--- config.mk ---
export PLATFORM = sky130hd
export DESIGN_NAME = cartridge_bank_irq_mapper_unit
export DESIGN_NICKNAME = d
export VERILOG_FILES = /design/src/hw/rtl/cbim_pkg.sv /design/src/hw/rtl/cbim_decode.sv /design/src/hw/rtl/cbim_banks.sv /design/src/hw/rtl/cbim_irq.sv /design/src/hw/rtl/cartridge_bank_irq_mapper_unit.sv
export SDC_FILE = /design/constraint.sdc
export NUM_CORES = 1
export LEC_CHECK = 0
export BUFFER_PORTS_ARGS = -buffer_cell sky130_fd_sc_hd__buf_4
export CAP_MARGIN = 20
export CORE_MARGIN = 1
export CORE_UTILIZATION = 38
export CTS_CLUSTER_SIZE = 40
export DETAILED_ROUTE_END_ITERATION = 8
export PLACE_DENSITY_LB_ADDON = 0.15
export SYNTH_ARGS = -nofsm -noshare
export SYNTH_HDL_FRONTEND = slang
export SYNTH_HIERARCHICAL = 1
export SYNTH_SLANG_ARGS = --single-unit
--- constraint.sdc ---
create_clock -name clk -period 3.4 [get_ports clk]
set_input_delay 0 -clock clk [delete_from_list [all_inputs] [get_ports clk]]
set_output_delay 0 -clock clk [all_outputs]
set_load 0.01 [all_outputs]
--- src/hw/rtl/cbim_pkg.sv ---
`timescale 1ns / 1ps
// ----------------------------------------------------------------------------
// cbim_pkg
// Shared types and constants for the cartridge bank and irq mapper.
// ----------------------------------------------------------------------------
package cbim_pkg;

    localparam int PATTERN_SLOTS = 8;

    // item opcodes
    localparam logic OP_WRITE = 1'b0;
    localparam logic OP_TICK  = 1'b1;

    // board wiring variants, anything else decodes as VARIANT_A
    localparam logic [1:0] VARIANT_A = 2'd0;
    localparam logic [1:0] VARIANT_B = 2'd1;
    localparam logic [1:0] VARIANT_C = 2'd2;

    // 4K regions, address bits 15..12
    localparam logic [3:0] REGION_PRG_FIRST  = 4'h8;
    localparam logic [3:0] REGION_MIRROR     = 4'h9;
    localparam logic [3:0] REGION_PRG_SECOND = 4'hA;
    localparam logic [3:0] REGION_CHR_FIRST  = 4'hB;
    localparam logic [3:0] REGION_CHR_SECOND = 4'hC;
    localparam logic [3:0] REGION_CHR_THIRD  = 4'hD;
    localparam logic [3:0] REGION_CHR_FOURTH = 4'hE;
    localparam logic [3:0] REGION_IRQ        = 4'hF;

    // register selects inside the irq region
    localparam logic [1:0] SEL_LATCH_LO = 2'd0;
    localparam logic [1:0] SEL_LATCH_HI = 2'd1;
    localparam logic [1:0] SEL_CONTROL  = 2'd2;
    localparam logic [1:0] SEL_ACK      = 2'd3;

    // scanline prescaler: adds 3 per tick, wraps at 341
    localparam logic [8:0] PRESCALE_LIMIT = 9'd338;
    localparam logic [8:0] PRESCALE_STEP  = 9'd3;
    localparam logic [7:0] COUNTER_TOP    = 8'hFF;

    typedef struct packed {
        logic       prg_first_we;
        logic       prg_second_we;
        logic       mirror_we;
        logic       swap_we;
        logic       chr_we;
        logic       chr_hi;
        logic [2:0] chr_slot;
        logic       latch_lo_we;
        logic       latch_hi_we;
        logic       control_we;
        logic       ack_we;
        logic       tick;
        logic [7:0] data;
    } cmd_t;

endpackage

--- src/hw/rtl/cbim_decode.sv ---
`timescale 1ns / 1ps
// ----------------------------------------------------------------------------
// cbim_decode
// Turns one registered bus write or tick into register update strobes.
// ----------------------------------------------------------------------------
module cbim_decode (
    input  logic                fire,
    input  logic [1:0]          variant,
    input  logic                opcode,
    input  logic [15:0]         bus_address,
    input  logic [7:0]          write_data,
    output cbim_pkg::cmd_t      cmd
);
    import cbim_pkg::*;

    logic [3:0] region;
    logic [3:0] chr_offset;
    logic [1:0] sel;
    logic [1:0] sel_swap;
    logic       is_write;

    assign region   = bus_address[15:12];
    assign is_write = fire && (opcode == OP_WRITE);
    assign sel_swap = {bus_address[0] | bus_address[2], bus_address[1] | bus_address[3]};
    assign chr_offset = region - REGION_CHR_FIRST;

    always_comb
    begin
        unique case (variant)
            VARIANT_B:
            begin
                sel = {bus_address[1] | bus_address[3] | bus_address[5] | bus_address[7],
                       bus_address[0] | bus_address[2] | bus_address[4] | bus_address[6]};
            end
            VARIANT_C:
            begin
                sel = sel_swap;
            end
            default:
            begin
                sel = {bus_address[2] | bus_address[7], bus_address[1] | bus_address[6]};
            end
        endcase
    end

    always_comb
    begin
        cmd          = '0;
        cmd.data     = write_data;
        cmd.tick     = fire && (opcode == OP_TICK);
        cmd.chr_hi   = sel[0];
        cmd.chr_slot = {chr_offset[1:0], sel[1]};
        if (is_write)
        begin
            unique case (region)
                REGION_PRG_FIRST:  cmd.prg_first_we  = 1'b1;
                REGION_PRG_SECOND: cmd.prg_second_we = 1'b1;
                REGION_MIRROR:
                begin
                    cmd.mirror_we = ~sel[1];
                    cmd.swap_we   = sel[1];
                end
                REGION_CHR_FIRST, REGION_CHR_SECOND, REGION_CHR_THIRD, REGION_CHR_FOURTH:
                begin
                    cmd.chr_we = 1'b1;
                end
                REGION_IRQ:
                begin
                    unique case (sel)
                        SEL_LATCH_LO: cmd.latch_lo_we = 1'b1;
                        SEL_LATCH_HI: cmd.latch_hi_we = 1'b1;
                        SEL_CONTROL:  cmd.control_we  = 1'b1;
                        default:      cmd.ack_we      = 1'b1;
                    endcase
                end
                default:
                begin
                    // low address space, nothing mapped
                    cmd.prg_first_we = 1'b0;
                end
            endcase
        end
    end

endmodule

--- src/hw/rtl/cbim_banks.sv ---
`timescale 1ns / 1ps
// ----------------------------------------------------------------------------
// cbim_banks
// PRG and CHR bank registers, swap mode and mirroring.
// ----------------------------------------------------------------------------
module cbim_banks (
    input  logic            clk,
    input  logic            rst_n,
    input  cbim_pkg::cmd_t  cmd,
    output logic            prg_swap_mode,
    output logic [7:0]      prg_bank_first,
    output logic [7:0]      prg_bank_second,
    output logic [1:0]      mirroring,
    output logic [2:0]      chr_slot,
    output logic [7:0]      chr_bank
);
    import cbim_pkg::*;

    logic       swap_reg;
    logic [7:0] first_reg;
    logic [7:0] second_reg;
    logic [1:0] mirror_reg;
    logic [2:0] last_slot_reg;
    // nibbles kept apart so a write never needs the old byte
    logic [3:0] chr_lo_reg [PATTERN_SLOTS];
    logic [3:0] chr_hi_reg [PATTERN_SLOTS];

    always_ff @(posedge clk or negedge rst_n)
    begin
        if (!rst_n)
        begin
            swap_reg      <= 1'b0;
            first_reg     <= '0;
            second_reg    <= '0;
            mirror_reg    <= '0;
            last_slot_reg <= '0;
            for (int i = 0; i < PATTERN_SLOTS; i++)
            begin
                chr_lo_reg[i] <= '0;
                chr_hi_reg[i] <= '0;
            end
        end
        else
        begin
            if (cmd.prg_first_we)
                first_reg <= cmd.data;
            if (cmd.prg_second_we)
                second_reg <= cmd.data;
            if (cmd.mirror_we)
                mirror_reg <= cmd.data[1:0];
            if (cmd.swap_we)
                swap_reg <= cmd.data[1];
            if (cmd.chr_we)
            begin
                last_slot_reg <= cmd.chr_slot;
                if (cmd.chr_hi)
                    chr_hi_reg[cmd.chr_slot] <= cmd.data[3:0];
                else
                    chr_lo_reg[cmd.chr_slot] <= cmd.data[3:0];
            end
        end
    end

    assign prg_swap_mode   = swap_reg;
    assign prg_bank_first  = first_reg;
    assign prg_bank_second = second_reg;
    assign mirroring       = mirror_reg;
    assign chr_slot        = last_slot_reg;
    assign chr_bank        = {chr_hi_reg[last_slot_reg], chr_lo_reg[last_slot_reg]};

endmodule

--- src/hw/rtl/cbim_irq.sv ---
`timescale 1ns / 1ps
// ----------------------------------------------------------------------------
// cbim_irq
// IRQ latch, prescaler, 8-bit up-counter and sticky request.
// ----------------------------------------------------------------------------
module cbim_irq (
    input  logic            clk,
    input  logic            rst_n,
    input  cbim_pkg::cmd_t  cmd,
    output logic            irq_line
);
    import cbim_pkg::*;

    logic [1:0] control_reg,   control_next;
    logic       enabled_reg,   enabled_next;
    logic [7:0] latch_reg,     latch_next;
    logic [8:0] prescaler_reg, prescaler_next;
    logic [7:0] counter_reg,   counter_next;
    logic       pending_reg,   pending_next;
    logic       clock_counter;

    always_comb
    begin
        control_next   = control_reg;
        enabled_next   = enabled_reg;
        latch_next     = latch_reg;
        prescaler_next = prescaler_reg;
        counter_next   = counter_reg;
        pending_next   = pending_reg;
        clock_counter  = 1'b0;

        if (cmd.latch_lo_we)
            latch_next = {latch_reg[7:4], cmd.data[3:0]};
        if (cmd.latch_hi_we)
            latch_next = {cmd.data[3:0], latch_reg[3:0]};
        if (cmd.control_we)
        begin
            control_next = {cmd.data[2], cmd.data[0]};
            enabled_next = cmd.data[1];
            pending_next = 1'b0;
            if (cmd.data[1])
            begin
                prescaler_next = '0;
                counter_next   = latch_reg;
            end
        end
        if (cmd.ack_we)
        begin
            enabled_next = control_reg[0];
            pending_next = 1'b0;
        end

        if (cmd.tick && enabled_reg)
        begin
            // bit 1 of control selects cycle mode, no prescaling
            if (control_reg[1])
                clock_counter = 1'b1;
            else if (prescaler_reg < PRESCALE_LIMIT)
                prescaler_next = prescaler_reg + PRESCALE_STEP;
            else
            begin
                prescaler_next = prescaler_reg - PRESCALE_LIMIT;
                clock_counter  = 1'b1;
            end
        end

        if (clock_counter)
        begin
            if (counter_reg != COUNTER_TOP)
                counter_next = counter_reg + 8'd1;
            else
            begin
                counter_next = latch_reg;
                pending_next = 1'b1;
            end
        end
    end

    always_ff @(posedge clk or negedge rst_n)
    begin
        if (!rst_n)
        begin
            control_reg   <= '0;
            enabled_reg   <= 1'b0;
            latch_reg     <= '0;
            prescaler_reg <= '0;
            counter_reg   <= '0;
            pending_reg   <= 1'b0;
        end
        else
        begin
            control_reg   <= control_next;
            enabled_reg   <= enabled_next;
            latch_reg     <= latch_next;
            prescaler_reg <= prescaler_next;
            counter_reg   <= counter_next;
            pending_reg   <= pending_next;
        end
    end

    assign irq_line = pending_reg;

endmodule

--- src/hw/rtl/cartridge_bank_irq_mapper_unit.sv ---
`timescale 1ns / 1ps
// ----------------------------------------------------------------------------
// cartridge_bank_irq_mapper_unit
// Mapper register block: bank registers, mirroring and scanline/cycle IRQ.
// ----------------------------------------------------------------------------
// Takes one transaction per clock unless stalled, either a CPU bus write or
// one CPU cycle tick, and answers each with one transaction carrying the full
// mapper state after that item. An accepted item waits in the input register
// until the result slot frees, is then decoded and applied to the state
// registers, and its result is valid from then on. The state registers double
// as the result register, so a stalled result holds while the next item waits
// in the input register.
// wiring_variant may only be written while no transaction is in flight.
module cartridge_bank_irq_mapper_unit (
    input  logic        clk,
    input  logic        rst_n,
    input  logic        cfg_valid,
    output logic        cfg_ready,
    input  logic [1:0]  wiring_variant,
    input  logic        in_valid,
    output logic        in_stall,
    input  logic        opcode,
    input  logic [15:0] bus_address,
    input  logic [7:0]  write_data,
    output logic        out_valid,
    input  logic        out_stall,
    output logic        irq_line,
    output logic        prg_swap_mode,
    output logic [7:0]  prg_bank_first,
    output logic [7:0]  prg_bank_second,
    output logic [1:0]  mirroring,
    output logic [2:0]  chr_slot,
    output logic [7:0]  chr_bank
);
    import cbim_pkg::*;

    logic        variant_reg;
    logic [1:0]  variant_value_reg;
    logic        in_valid_reg,  in_valid_next;
    logic        opcode_reg;
    logic [15:0] address_reg;
    logic [7:0]  data_reg;
    logic        out_valid_reg, out_valid_next;
    logic        advance;
    logic        in_take;
    cmd_t        cmd;

    assign cfg_ready = 1'b1;

    always_ff @(posedge clk or negedge rst_n)
    begin
        if (!rst_n)
        begin
            variant_reg       <= 1'b0;
            variant_value_reg <= VARIANT_A;
        end
        else if (cfg_valid && cfg_ready)
        begin
            variant_reg       <= 1'b1;
            variant_value_reg <= wiring_variant;
        end
    end

    // the result slot frees when empty or when its transaction is taken
    assign advance        = in_valid_reg && (!out_valid_reg || !out_stall);
    assign in_stall       = in_valid_reg && !advance;
    assign in_take        = in_valid && !in_stall;
    assign in_valid_next  = in_take || (in_valid_reg && !advance);
    assign out_valid_next = advance || (out_valid_reg && out_stall);

    always_ff @(posedge clk or negedge rst_n)
    begin
        if (!rst_n)
        begin
            in_valid_reg  <= 1'b0;
            out_valid_reg <= 1'b0;
        end
        else
        begin
            in_valid_reg  <= in_valid_next;
            out_valid_reg <= out_valid_next;
        end
    end

    always_ff @(posedge clk)
    begin
        if (in_take)
        begin
            opcode_reg  <= opcode;
            address_reg <= bus_address;
            data_reg    <= write_data;
        end
    end

    cbim_decode u_decode (
        .fire        (advance),
        .variant     (variant_reg ? variant_value_reg : VARIANT_A),
        .opcode      (opcode_reg),
        .bus_address (address_reg),
        .write_data  (data_reg),
        .cmd         (cmd)
    );

    cbim_banks u_banks (
        .clk             (clk),
        .rst_n           (rst_n),
        .cmd             (cmd),
        .prg_swap_mode   (prg_swap_mode),
        .prg_bank_first  (prg_bank_first),
        .prg_bank_second (prg_bank_second),
        .mirroring       (mirroring),
        .chr_slot        (chr_slot),
        .chr_bank        (chr_bank)
    );

    cbim_irq u_irq (
        .clk      (clk),
        .rst_n    (rst_n),
        .cmd      (cmd),
        .irq_line (irq_line)
    );

    assign out_valid = out_valid_reg;

`ifndef NO_ASSERTIONS
    a_stall_needs_item: assert property (@(posedge clk) disable iff (!rst_n)
        in_stall |-> in_valid_reg)
        else $error("input stalled with an empty input register");

    a_irq_set_by_tick: assert property (@(posedge clk) disable iff (!rst_n)
        (irq_line && !$past(irq_line)) |-> $past(advance && (opcode_reg == OP_TICK)))
        else $error("irq raised without an applied tick");

    a_irq_clear_by_write: assert property (@(posedge clk) disable iff (!rst_n)
        (!irq_line && $past(irq_line)) |-> $past(advance && (opcode_reg == OP_WRITE)))
        else $error("irq cleared without an applied bus write");

    a_state_holds_on_stall: assert property (@(posedge clk) disable iff (!rst_n)
        !$past(advance) |-> ($stable(chr_bank) && $stable(irq_line)))
        else $error("mapper state changed without an applied transaction");
`endif

endmodule

* Word-level counts from Yosys, hierarchy flattened
Index checks and enable logic that the tools add are counted.
** Word-level totals
- Register bits :: 145
- Bits of input ports :: 32
- Output and inout port bits :: 34
** Operators by class
- $add $sub $neg :: 4
- Order comparisons :: 4
- Eq/ne operators :: 13
- Multiplexer cells :: 43
- Bitwise operators :: 14
- Reduce and logical (&&, ||, !) cells :: 25
** Operators with widths (count)
- $bwmux W32 :: 2
- $mux W9 :: 5
- $mux W8 :: 5
- $eq A4 B4 Y1 const B :: 8
- $mux W4 :: 8
- $bmux W4 S3 :: 2
- $mux W1 :: 16
- $demux W4 S3 :: 1
- $add A9 B2 Y9 const B :: 1
- $lt A9 B9 Y1 const B :: 1
- $sub A9 B9 Y9 const B :: 1
- $add A8 B1 Y8 const B :: 1
- $ge A4 B4 Y1 const B :: 2
- $logic_and A1 B1 Y1 :: 8
- $ne A8 B8 Y1 const B :: 1
- $not A3 Y4 :: 2
- $or A1 B1 Y1 :: 8
- $reduce_and A2 Y1 :: 4
- $reduce_bool A2 Y1 :: 3
- $mux W5 :: 1
- $eq A2 B1 Y1 const B :: 2
- $eq A2 B2 Y1 const B :: 2
- $logic_not A1 Y1 :: 4
- $lt A4 B1 Y1 const B :: 1
- 8 further kinds :: 14

* Longest topological paths before layout
- Depth in word-level cells :: 13
- Depth in mapped cells :: 13
- Mapped depth without buffers :: 10

* Hierarchy
The synthesis kept the hierarchy.
** Modules (own cells, without submodules)
- cbim_banks :: instances 1, cells each 236, area an instance 3848.7 µm²
- cbim_irq :: instances 1, cells each 185, area an instance 1762.9 µm²
- cartridge_bank_irq_mapper_unit :: instances 1, cells each 43, area an instance 977.2 µm²
- cbim_decode :: instances 1, cells each 46, area an instance 310.3 µm²

* Worst setup path after synthesis
No wires, ideal clock.
- Path type :: reg2reg
- From :: register variant_value_reg[0]
- To :: register u_irq.counter_reg[2]
- Arrival time :: 2475 ps
- Required time :: 3274 ps
- Path slack :: 799 ps
- Cell stages (with the launch flop) :: 14
- Path buffers :: 3
- Cell sequence :: dfrtp_1 -> and2_1 -> buf_6 -> nor2_1 -> a21oi_1 -> o31ai_2 -> inv_2 -> nor3_1 -> clkbuf_1 -> nand2_1 -> o21ai_0 -> clkbuf_1 -> o21ai_0 -> a221o_1
** RTL lines
- from (decl) :: line cartridge_bank_irq_mapper_unit.sv:38 : logic [1:0] variant_value_reg;
- from (signal assigned) :: line cartridge_bank_irq_mapper_unit.sv:60 : variant_value_reg <= wiring_variant;
- to (signal assigned) :: line cbim_irq.sv:96 : counter_reg <= counter_next;
- to (decl) :: line cbim_irq.sv:18 : logic [7:0] counter_reg, counter_next;

==> results.json <==
{
  "status": "complete, no violations",
  "tightest_slew_ps": 1010,
  "cts.sinks": 141,
  "grt_overflow": 0,
  "finalSetupTns_ps": 0,
  "firstDrtPassIters": 4,
  "coreArea_sq_um": 17400,
  "setup-violations-final": 0,
  "die_area_sq_um": 18400,
  "r2r_start": "variant_value_reg[0]",
  "period_share_pct": 82.3,
  "drc": 0,
  "fillCellCount": 1505,
  "syn2layout_area_growth_pct": 21.0,
  "rsz0062_at_grt": "no",
  "hold_viol_final": 0,
  "final_common_cell": "dfrtp_1",
  "fin_util_pct": 47.3,
  "clk_pin_slew_ps": 60,
  "rr_worst_depth": 11,
  "drtIter0Drc": 132,
  "cts_hold_buf": 28,
  "leakage_nw": 3.78,
  "cp-end-kind": "flip-flop",
  "cts_setup_buffers": 0,
  "hold_class": "primary input to asynchronous set/reset pin",
  "max_slew_margin_pct": 32.8,
  "routed_via_density": 5.27,
  "die_w_um": 136,
  "post_dp_cell_area_sq_um": 7350,
  "wirelength_um": 14400,
  "worst_ep_arrival_time_ps": 3090,
  "cts_tree": "yes",
  "grt_pass1_vias": 4402,
  "period_needed_ps": 2800,
  "grt_max_degree": 61,
  "dp_cells": 763,
  "io-pin-count": 66,
  "yosys_warnings": 6,
  "vdd_ir_drop_max_mv": 0.384,
  "gr-usage-all-layers_pct": 16.9,
  "cts_made_buffers": 17,
  "syn_avg_cell_area_sq_um": 13.4,
  "port_buffers": 60,
  "post_cts_resized": 0,
  "antenna_found_initial": 0,
  "crit_path_start": "variant_value_reg[0]",
  "syn_area_sq_um": 6780,
  "clockRootBuffer": "clkbuf_16",
  "wl_per_cell_um": 17.5,
  "n_antenna_cell": 0,
  "drv_slew": 0,
  "ant_nets": 0,
  "clkLatencyLatePin_ps": 410,
  "final_cell_mix": "120 x dfrtp_1, 103 x mux2_2, 67 x buf_4",
  "start_kind": "flip-flop",
  "nets": 626,
  "gp_congestion": 0.819,
  "cellPowerDensity_nw_per_um2": 554,
  "required_ps": 3700,
  "rows": 48,
  "drive_above_1_share_pct": 36.1,
  "initial_core_util_pct": 39.1,
  "cap_violations": 0,
  "crit_fanout": 12,
  "grt_pass1_wl_um": 23500,
  "h-tree-depth": 4,
  "clockBufferDepth": 2,
  "dp_hpwl_um": 9510,
  "syn_nets": 547,
  "dr_total_vias": 4338,
  "synth_cells": 506,
  "fmax_ghz": 0.357,
  "final_cells": 823,
  "worst_clock_skew_ps": 9.83,
  "critPathKind": "flip-flop to flip-flop",
  "die_y_um": 136,
  "design_area_sq_um": 8200
}
critical path, stage by stage, from the launching register on:
cell	delay [ps]
dfrtp_1	370
and2_1	230
nor2_1	140
a21oi_1	60
o31ai_2	310
inv_2	130
nor3_1	350
nand2_1	220
o21ai_0	160
buf_4	210
a21bo_2	230
a221o_1	280
routing by layer:
metal | wire length [um] | vias to the layer above | track usage [%]
met3 | 460 | 12 | 3.85
met5 | 0 | - | 0
met1 | 6730 | 2222 | 22.3
met2 | 7060 | 75 | 27.5
li1 | - | 2029 | -
met4 | 184 | 0 | 5.68
worst paths after layout:
check,end,slack (ps)
setup / recovery,u_irq/counter_reg[3],600
hold / removal,u_irq/prescaler_reg[3],200
setup reg to reg,u_irq/counter_reg[3],600
hold reg to reg,u_irq/enabled_reg,480
max in group asynchronous,u_banks/chr_lo_reg[25],2190
min in group clk,data_reg[4],300
area by class of cell:
class / count / area (sq um) / share of cell area (%)
inverter: 14 / 52.6 / 0.641
clock inverter: 10 / 91.3 / 1.11
timing repair buffer: 95 / 783 / 9.55
tap: 225 / 282 / 3.43
clock buffer: 22 / 475 / 5.80
sequential: 141 / 3630 / 44.3
multi-input combinational: 316 / 2880 / 35.2
where the power goes:
| part | total [W] | internal [W] | switching [W] |
|---|---|---|---|
| Clock | 0.00175 | 0.00107 | 0.000685 |
| Sequential | 0.00208 | 0.00190 | 0.000173 |
| Combinational | 0.000713 | 0.000420 | 0.000293 |
metrics by stage:
stage	setup slack, ps	hold WS, ps	power (W)
after detailed placement	661	143	0.00281
final	603	201	0.00454
after global placement	721	132	0.00279
after global routing	474	268	0.00476
after CTS	636	242	0.00461
after floorplan	799	-296	0.00252
Power figures use the tool's default switching activity.
